## src/rtl/sphc_pkg.sv

```systemverilog
// Shared types and constants for the solenoid pulse-and-hold controller.
// No dependencies.
package sphc_pkg;

    localparam int CHANNELS = 16;
    localparam int IDX_W    = $clog2(CHANNELS);
    localparam int CNT_W    = $clog2(CHANNELS + 1);

    typedef enum logic [2:0] {
        MODE_TICK     = 3'd0,
        MODE_SOL_EVT  = 3'd1,
        MODE_SW_EVT   = 3'd2,
        MODE_LIGHT    = 3'd3,
        MODE_ADD_SOL  = 3'd4,
        MODE_ADD_FLSH = 3'd5,
        MODE_ADD_LAMP = 3'd6,
        MODE_NONE     = 3'd7
    } mode_t;

    typedef enum logic [1:0] {
        KIND_NONE     = 2'd0,
        KIND_SOLENOID = 2'd1,
        KIND_FLASHER  = 2'd2,
        KIND_LAMP     = 2'd3
    } kind_t;

    typedef enum logic [1:0] {
        ST_IDLE  = 2'd0,
        ST_SCAN  = 2'd1,
        ST_FLUSH = 2'd2
    } state_t;

    typedef struct packed {
        logic [2:0] mode;
        logic [7:0] event_number;
        logic       event_value;
        logic [7:0] pin_number;
        logic [7:0] drive_level;
        logic [7:0] min_pulse;
        logic [7:0] max_pulse;
        logic [7:0] hold_level;
        logic [7:0] hold_delay;
        logic [7:0] fast_switch;
    } in_word_t;

    typedef struct packed {
        logic [3:0] channel;
        logic [7:0] out_pin;
        logic [7:0] duty;
        logic       last;
    } out_word_t;

    // controller -> datapath
    typedef struct packed {
        logic load;
        logic step;
        logic flush;
    } cmd_t;

    // datapath -> controller
    typedef struct packed {
        logic hit;
        logic last_idx;
        logic empty;
        logic pend_valid;
        logic out_free;
    } status_t;

endpackage

```

## src/rtl/solenoid_pulse_hold_controller_unit.sv

```systemverilog
// Solenoid pulse-and-hold controller: top level.
// Depends on sphc_pkg, sphc_ctrl, sphc_datapath.
//
// Input channel cmd_valid/cmd_stall/cmd carries one word per tick, device
// event or channel add. Output channel wr_valid/wr_stall/wr carries the
// duty writes of a word; the final write of an input word has last set.
// A tick or event word walks the channel table one channel per cycle,
// except while a receiver stall holds the scan. cmd_stall is high while a
// word is in progress; one word is handled at a time.
// Writes go through a one-word pending register and an output register, so
// a stall on wr holds the scan only when a third write would be needed.
// Reset clears the ms clock, the channel count and all channel flags; the
// table contents are only read for channels that have been added.
module solenoid_pulse_hold_controller_unit (
    input  logic                 clk,
    input  logic                 rst_n,
    input  logic                 cmd_valid,
    output logic                 cmd_stall,
    input  sphc_pkg::in_word_t   cmd,
    output logic                 wr_valid,
    input  logic                 wr_stall,
    output sphc_pkg::out_word_t  wr
);

    sphc_pkg::cmd_t    ctl;
    sphc_pkg::status_t status;

    sphc_ctrl u_ctrl (
        .clk       (clk),
        .rst_n     (rst_n),
        .cmd_valid (cmd_valid),
        .mode      (cmd.mode),
        .status    (status),
        .busy      (cmd_stall),
        .ctl       (ctl)
    );

    sphc_datapath u_dp (
        .clk      (clk),
        .rst_n    (rst_n),
        .cmd      (cmd),
        .ctl      (ctl),
        .wr_stall (wr_stall),
        .status   (status),
        .wr_valid (wr_valid),
        .wr       (wr)
    );

endmodule

```

## src/rtl/sphc_ctrl.sv

```systemverilog
// Sequencer for the channel scan and result flush.
// Depends on sphc_pkg.
module sphc_ctrl (
    input  logic                clk,
    input  logic                rst_n,
    input  logic                cmd_valid,
    input  logic [2:0]          mode,
    input  sphc_pkg::status_t   status,
    output logic                busy,
    output sphc_pkg::cmd_t      ctl
);

    sphc_pkg::state_t state_reg, state_next;
    logic accept;

    assign accept = cmd_valid && (state_reg == sphc_pkg::ST_IDLE);

    always_ff @(posedge clk or negedge rst_n)
    begin
        if (!rst_n)
        begin
            state_reg <= sphc_pkg::ST_IDLE;
        end
        else
        begin
            state_reg <= state_next;
        end
    end

    always_comb
    begin
        state_next = state_reg;
        unique case (state_reg)
            sphc_pkg::ST_IDLE:
            begin
                if (accept)
                begin
                    if (mode <= sphc_pkg::MODE_LIGHT && !status.empty)
                        state_next = sphc_pkg::ST_SCAN;
                    else
                        state_next = sphc_pkg::ST_FLUSH;
                end
            end
            sphc_pkg::ST_SCAN:
            begin
                if (ctl.step && status.last_idx)
                    state_next = sphc_pkg::ST_FLUSH;
            end
            sphc_pkg::ST_FLUSH:
            begin
                if (!status.pend_valid || status.out_free)
                    state_next = sphc_pkg::ST_IDLE;
            end
            default:
                state_next = sphc_pkg::ST_IDLE;
        endcase
    end

    always_comb
    begin
        busy      = (state_reg != sphc_pkg::ST_IDLE);
        ctl.load  = accept;
        // hold the scan while a new write finds pending full and the output stage full and stalled
        ctl.step  = (state_reg == sphc_pkg::ST_SCAN) &&
                    !(status.hit && status.pend_valid && !status.out_free);
        ctl.flush = (state_reg == sphc_pkg::ST_FLUSH) && status.pend_valid &&
                    status.out_free;
    end

endmodule

```

## src/rtl/sphc_datapath.sv

```systemverilog
// Channel tables, per-channel update logic, pending write and output stage.
// Depends on sphc_pkg.
module sphc_datapath (
    input  logic                 clk,
    input  logic                 rst_n,
    input  sphc_pkg::in_word_t   cmd,
    input  sphc_pkg::cmd_t       ctl,
    input  logic                 wr_stall,
    output sphc_pkg::status_t    status,
    output logic                 wr_valid,
    output sphc_pkg::out_word_t  wr
);

    localparam int N = sphc_pkg::CHANNELS;

    logic [1:0]  kind_table   [N];
    logic [7:0]  number_table [N];
    logic [7:0]  pin_table    [N];
    logic [7:0]  power_table  [N];
    logic [23:0] timing_table [N];
    logic [15:0] hold_table   [N];
    logic [31:0] stamp_table  [N];
    logic [2:0]  flag_reg     [N];

    logic [31:0]                  now_reg;
    logic [sphc_pkg::CNT_W-1:0]   count_reg;
    logic [sphc_pkg::IDX_W-1:0]   idx_reg;
    sphc_pkg::in_word_t           evt_reg;
    logic                         pend_valid_reg;
    sphc_pkg::out_word_t          pend_reg;
    logic                         out_valid_reg;
    sphc_pkg::out_word_t          out_reg;

    // current channel decode
    logic [1:0]  k;
    logic [2:0]  f, f_new;
    logic [31:0] el;
    logic [7:0]  minp, maxp, hdel;
    logic        hit, fire;
    logic [7:0]  duty;
    logic        add_ok, out_free, is_add;
    logic [sphc_pkg::CNT_W-1:0] cnt_m1;

    assign k    = kind_table[idx_reg];
    assign f    = flag_reg[idx_reg];
    assign el   = now_reg - stamp_table[idx_reg];
    assign minp = timing_table[idx_reg][7:0];
    assign maxp = timing_table[idx_reg][15:8];
    assign hdel = timing_table[idx_reg][23:16];

    // flag bits: 0 active, 1 release scheduled, 2 lamp on
    always_comb
    begin
        hit   = 1'b0;
        fire  = 1'b0;
        duty  = 8'd0;
        f_new = f;
        unique case (evt_reg.mode)
            sphc_pkg::MODE_TICK:
            begin
                if (f[0])
                begin
                    if ((f[1] && el > {24'd0, minp}) ||
                        (maxp != 8'd0 && el > {24'd0, maxp}))
                    begin
                        hit   = 1'b1;
                        f_new = {f[2], 2'b00};
                    end
                    else if (hdel != 8'd0 && el > {24'd0, hdel})
                    begin
                        hit  = 1'b1;
                        duty = hold_table[idx_reg][7:0];
                    end
                end
            end
            sphc_pkg::MODE_SOL_EVT:
            begin
                if ((k == sphc_pkg::KIND_SOLENOID || k == sphc_pkg::KIND_FLASHER) &&
                    number_table[idx_reg] == evt_reg.event_number)
                begin
                    if (evt_reg.event_value && !f[0])
                    begin
                        fire = 1'b1;
                    end
                    else if (!evt_reg.event_value && f[0])
                    begin
                        if (minp != 8'd0 && el < {24'd0, minp})
                            f_new = f | 3'b010;
                        else
                        begin
                            hit   = 1'b1;
                            f_new = {f[2], 2'b00};
                        end
                    end
                end
            end
            sphc_pkg::MODE_SW_EVT:
            begin
                if (k == sphc_pkg::KIND_SOLENOID &&
                    hold_table[idx_reg][15:8] == evt_reg.event_number)
                begin
                    if (evt_reg.event_value)
                        fire = 1'b1;
                    else if (f[0])
                    begin
                        hit   = 1'b1;
                        f_new = {f[2], 2'b00};
                    end
                end
            end
            sphc_pkg::MODE_LIGHT:
            begin
                if (k == sphc_pkg::KIND_LAMP &&
                    number_table[idx_reg] == evt_reg.event_number)
                begin
                    if (evt_reg.event_value)
                    begin
                        hit   = 1'b1;
                        duty  = power_table[idx_reg];
                        f_new = f | 3'b100;
                    end
                    else if (f[2])
                    begin
                        hit   = 1'b1;
                        f_new = f & 3'b011;
                    end
                end
            end
            default:
            begin
                hit = 1'b0;
            end
        endcase
        if (fire)
        begin
            hit   = 1'b1;
            duty  = power_table[idx_reg];
            f_new = f | 3'b001;
        end
    end

    assign add_ok   = (count_reg < sphc_pkg::CNT_W'(N));
    assign out_free = !out_valid_reg || !wr_stall;
    assign cnt_m1   = count_reg - sphc_pkg::CNT_W'(1);
    assign is_add   = (cmd.mode == sphc_pkg::MODE_ADD_SOL ||
                       cmd.mode == sphc_pkg::MODE_ADD_FLSH ||
                       cmd.mode == sphc_pkg::MODE_ADD_LAMP);

    always_comb
    begin
        status.hit        = hit;
        status.last_idx   = ({1'b0, idx_reg} == cnt_m1);
        status.empty      = (count_reg == '0);
        status.pend_valid = pend_valid_reg;
        status.out_free   = out_free;
    end

    assign wr_valid = out_valid_reg;
    assign wr       = out_reg;

    // control registers
    always_ff @(posedge clk or negedge rst_n)
    begin
        if (!rst_n)
        begin
            now_reg        <= '0;
            count_reg      <= '0;
            idx_reg        <= '0;
            pend_valid_reg <= 1'b0;
            out_valid_reg  <= 1'b0;
            for (int i = 0; i < N; i++)
                flag_reg[i] <= '0;
        end
        else
        begin
            if (ctl.load)
            begin
                idx_reg        <= '0;
                pend_valid_reg <= is_add && add_ok;
                if (cmd.mode == sphc_pkg::MODE_TICK)
                    now_reg <= now_reg + 32'd1;
                if (is_add && add_ok)
                begin
                    flag_reg[count_reg[sphc_pkg::IDX_W-1:0]] <= '0;
                    count_reg <= count_reg + sphc_pkg::CNT_W'(1);
                end
            end
            if (ctl.step)
            begin
                flag_reg[idx_reg] <= f_new;
                idx_reg           <= idx_reg + sphc_pkg::IDX_W'(1);
                if (hit)
                    pend_valid_reg <= 1'b1;
            end
            if (ctl.flush)
                pend_valid_reg <= 1'b0;

            if ((ctl.step && hit && pend_valid_reg) || ctl.flush)
                out_valid_reg <= 1'b1;
            else if (!wr_stall)
                out_valid_reg <= 1'b0;
        end
    end

    // payload registers and tables
    always_ff @(posedge clk)
    begin
        if (ctl.load)
        begin
            evt_reg <= cmd;
            if (add_ok)
            begin
                pend_reg.channel <= count_reg[3:0];
                pend_reg.out_pin <= cmd.pin_number;
                pend_reg.duty    <= 8'd0;
                pend_reg.last    <= 1'b0;
            end
            if (is_add && add_ok)
            begin
                kind_table[count_reg[sphc_pkg::IDX_W-1:0]]   <=
                    (cmd.mode == sphc_pkg::MODE_ADD_SOL)  ? sphc_pkg::KIND_SOLENOID :
                    (cmd.mode == sphc_pkg::MODE_ADD_FLSH) ? sphc_pkg::KIND_FLASHER :
                                                            sphc_pkg::KIND_LAMP;
                number_table[count_reg[sphc_pkg::IDX_W-1:0]] <= cmd.event_number;
                pin_table[count_reg[sphc_pkg::IDX_W-1:0]]    <= cmd.pin_number;
                power_table[count_reg[sphc_pkg::IDX_W-1:0]]  <= cmd.drive_level;
                if (cmd.mode == sphc_pkg::MODE_ADD_SOL)
                begin
                    timing_table[count_reg[sphc_pkg::IDX_W-1:0]] <=
                        {cmd.hold_delay, cmd.max_pulse, cmd.min_pulse};
                    hold_table[count_reg[sphc_pkg::IDX_W-1:0]]   <=
                        {cmd.fast_switch, cmd.hold_level};
                end
                else
                begin
                    timing_table[count_reg[sphc_pkg::IDX_W-1:0]] <= '0;
                    hold_table[count_reg[sphc_pkg::IDX_W-1:0]]   <= '0;
                end
            end
        end
        if (ctl.step)
        begin
            if (fire)
                stamp_table[idx_reg] <= now_reg;
            if (hit)
            begin
                pend_reg.channel <= 4'(idx_reg);
                pend_reg.out_pin <= pin_table[idx_reg];
                pend_reg.duty    <= duty;
                pend_reg.last    <= 1'b0;
                if (pend_valid_reg)
                    out_reg <= pend_reg;
            end
        end
        if (ctl.flush)
            out_reg <= {pend_reg.channel, pend_reg.out_pin, pend_reg.duty, 1'b1};
    end

endmodule
```

## config.mk

```make
export PLATFORM = sky130hd
export DESIGN_NAME = solenoid_pulse_hold_controller_unit
export DESIGN_NICKNAME = d
export VERILOG_FILES = /design/src/rtl/sphc_pkg.sv /design/src/rtl/solenoid_pulse_hold_controller_unit.sv /design/src/rtl/sphc_ctrl.sv /design/src/rtl/sphc_datapath.sv
export SDC_FILE = /design/constraint.sdc
export NUM_CORES = 2
export LEC_CHECK = 0
export BUFFER_PORTS_ARGS = -buffer_cell sky130_fd_sc_hd__buf_4
export CELL_PAD_IN_SITES_DETAIL_PLACEMENT = 0
export CELL_PAD_IN_SITES_GLOBAL_PLACEMENT = 1
export CORE_MARGIN = 3
export CORE_UTILIZATION = 50
export CTS_BUF_LIST = sky130_fd_sc_hd__clkbuf_4
export CTS_CLUSTER_SIZE = 12
export DETAILED_ROUTE_END_ITERATION = 10
export PLACE_DENSITY_LB_ADDON = 0.1
export SLEW_MARGIN = 30
export SYNTH_ARGS = -nofsm -noshare
export SYNTH_HDL_FRONTEND = slang
export SYNTH_SLANG_ARGS = --single-unit
```

## constraint.sdc

```tcl
create_clock -name clk -period 13.65 [get_ports clk]
set_input_delay 2.0475 -clock clk [delete_from_list [all_inputs] [get_ports clk]]
set_output_delay 2.0475 -clock clk [all_outputs]
set_load 0.1 [all_outputs]
```

==> impl_metrics.env <==
export IMPL_end_kind="flip-flop"
export IMPL_post_cts_buffers=0
export IMPL_timing_clock_skew_ns=0.102
export IMPL_status="completed"
export IMPL_synth_avg_cell_area_um2=20.4
export IMPL_drc=0
export IMPL_drv_slew=0
export IMPL_ant_nets=0
export IMPL_htreeDepth=5
export IMPL_initial_core_util_pct=50.4
export IMPL_max_freq_mhz=118
export IMPL_largest_register_ffs=512
export IMPL_grt_pass1_vias=37800
export IMPL_area_growth_synth_to_final_pct=12.3
export IMPL_num_rows=136
export IMPL_p_leak_nw=26.2
export IMPL_syn_cell_area_mm2=0.0694
export IMPL_via_per_inst=5.97
export IMPL_tns_ns=0
export IMPL_synth_seq_cells=1715
export IMPL_clock_path_buffers=4
export IMPL_finalCritPeriodShare_pct=61.9
export IMPL_fillCellCount=10400
export IMPL_io_buffers=94
export IMPL_fp_dieH_um=378
export IMPL_insertion_delay_ns=1.33
export IMPL_worst_slew_pin_slew_ns=0.984
export IMPL_synthCells=3406
export IMPL_grt_ovfl_total=0
export IMPL_wl_per_cell_um=28.1
export IMPL_clkSinkCount=1715
export IMPL_fin_crit_ns=8.45
export IMPL_synth_edf_count=1600
export IMPL_relSlewSlack_pct=34.4
export IMPL_setup_viol=0
export IMPL_gp_congestion=0.830
export IMPL_grt_pass1_wl_mm=249
export IMPL_power_density_mw_per_mm2=188
export IMPL_cts_resized=0
export IMPL_nets=4009
export IMPL_cp_start_kind="flip-flop"
export IMPL_synthTopCellsByArea="edfxtp_1 69%, mux4_2 16%, dfrtp_1 3.4%"
export IMPL_clockRootBuffer="clkbuf_4"
export IMPL_cts_buffers_inserted=443
export IMPL_crit_fanout=59
export IMPL_synth_warnings=0
export IMPL_cts_tree="yes"
export IMPL_holdBufCountCts=0
export IMPL_wirelength_mm=168
export IMPL_dpl_worst_slack_ns=5.00
export IMPL_synth_top_area_share_pct=69.3
export IMPL_first_iter_violations=3328
export IMPL_largest_register="u_dp.stamp_table"
export IMPL_clkTransAtPathRegs_ns=0.07
export IMPL_ys_flop_type="edfxtp_1"
export IMPL_crit_type="reg -> reg"
export IMPL_hold_path_class="reg -> reg"
export IMPL_dr_pass1_iters=5
export IMPL_drive_gt1_share_pct=33.5
export IMPL_ir_drop_v=0.000132
export IMPL_ios=95
export IMPL_crit_required_ns=14.56
export IMPL_track_usage_pct=24.0
export IMPL_synth_top_area_cell="edfxtp_1"
export IMPL_setup_slack_ns=5.20
export IMPL_hold_viol_final=0
export IMPL_ys_async_sr_fraction_pct=5.42
export IMPL_rsz0062_at_grt="no"
export IMPL_grt_max_degree=125
export IMPL_core_area_mm2=0.138
export IMPL_seq_area_frac_synth_pct=73.3
export IMPL_synthDistinctLibCells=80
export IMPL_vias=35700
export IMPL_die_area_mm2=0.143
export IMPL_hpwl_mm=94.0
export IMPL_antenna_found_initial=9
export IMPL_chipWidth_um=378
export IMPL_syn_num_nets=3547
export IMPL_cap_violations=0
export IMPL_critPathArrivalTime_ns=9.36
[final cells by class]
cell class	instances	area (um^2)	share of cell area, %
Timing Repair Buffer	183	1540	1.98
Multi-Input combinational cell	1427	17500	22.5
Tap cell	1794	2240	2.88
Clock inverter	123	603	0.774
Clock buffer	628	4710	6.05
Inverter	98	368	0.472
Sequential cell	1715	50800	65.3
Antenna cell	14	35.0	0.0450
[kinds of logic (layout without fill, tap and decap cells)]
logic type | Yosys count | after routing | share of synthesized area, %
flops | 1715 | 1715 | 73.3
simple gates | 506 | 506 | 3.69
fa+ha+maj | 69 | 69 | 1.26
buf+inv | 264 | 1032 | 1.66
compound gates | 217 | 217 | 2.09
other cells | 0 | 14 | 0
xor+xnor | 67 | 67 | 0.846
mux | 568 | 568 | 17.2
[final timing paths]
path | start | endpoint | slack (ns) | cells past startpoint
worst max-delay path | u_dp.idx_reg[1] | u_dp.stamp_table[12][11] | 5.20 | 19
worst min-delay path | u_dp.pend_reg[0] | u_dp.wr[0] | 0.44 | 2
worst max register to register | u_dp.idx_reg[1] | u_dp.stamp_table[12][11] | 5.20 | 19
worst min register to register | u_dp.pend_reg[0] | u_dp.wr[0] | 0.44 | 2
max in group asynchronous | rst_n | u_dp.flag_reg[3] | 11.88 | 2
min in group asynchronous | rst_n | u_dp.now_reg[22] | 0.69 | 1
[report_power, final]
part / switching, mW / internal [mW]
clock: 1.99 / 2.18
sequential: 0.196 / 5.98
combinational: 2.33 / 1.94
total: 4.51 / 10.1
[critical path: stages, from the launching register on]
cell	delay, ns
dfrtp_4	0.74
buf_4	0.77
mux4_2	0.43
mux4_2	0.53
ha_1	0.25
fa_1	0.44
nand2b_1	0.18
a21o_1	0.27
a31o_2	0.31
a211o_1	0.36
mux2i_1	0.16
a2111oi_0	0.57
nand4_1	0.49
nor3_1	0.50
o2bb2ai_1	0.27
o21a_4	0.37
nand2b_1	0.18
buf_4	0.27
nor2_4	0.46
buf_4	0.45
[cells in the mapped netlist, types with 15 or more instances]
master    instances
edfxtp_1       1600
mux4_2          499
nand2_1         171
inv_1            98
clkbuf_1         93
dfrtp_1          93
nor2_1           76
ha_1             68
and2_1           67
mux2i_1          66
a21oi_1          55
xnor2_1          50
nand3_1          38
o21ai_0          37
nand4_1          32
buf_1            29
buf_2            23
dfxtp_1          22
nor2b_1          21
and3_1           17
xor2_1           17
a211oi_1         16
buf_6            15
o211ai_1         15
o21a_1           15
[placed cells by master (no fill, tap or decap), drive strengths merged, types with 8 or more instances in the layout]
cell type	n
clkinv	115
clkbuf	628
nand2b	13
nor2	80
xnor2	50
and2	67
o211ai	16
a21oi	55
nand3	38
nor4	13
diode	14
nor3	12
dfxtp	22
nand2	171
nor2b	21
inv	99
xor2	17
a31oi	13
edfxtp	1600
and3	17
or2	8
o21ai	41
buf	183
a211oi	18
dfrtp	93
mux2i	66
ha	68
nand4	32
o21a	16
mux4	499
[routing by layer]
layer / GRT usage (%) / part of all wire [%] / up-vias
li1: - / - / 15200
met1: 33.2 / 42 / 18900
met2: 39.2 / 50 / 1319
met3: 4.47 / 6.0 / 285
met4: 7.72 / 2.1 / 4
met5: 0 / 0.018 / -
[per-stage QoR]
| stage | power [mW] | instances | hold slack (ns) | util [%] | instance area [um^2] |
|---|---|---|---|---|---|
| 6_report | 14.6 | 5982 | 0.439 | 56.6 | 77900 |
| 5_1_grt | 15.4 | 5977 | 0.461 | 56.6 | 77900 |
| 4_1_cts | 14.8 | 5965 | 0.429 | 56.5 | 77800 |
| 3_5_place_dp | 10.6 | 5214 | 0.444 | 52.6 | 72400 |
| 3_3_place_gp | 10.5 | 5211 | 0.442 | 52.6 | 72300 |
| 2_1_floorplan | 9.36 | 3406 | 0.432 | - | 69400 |
No activity file was read; power rests on OpenSTA's default activity.
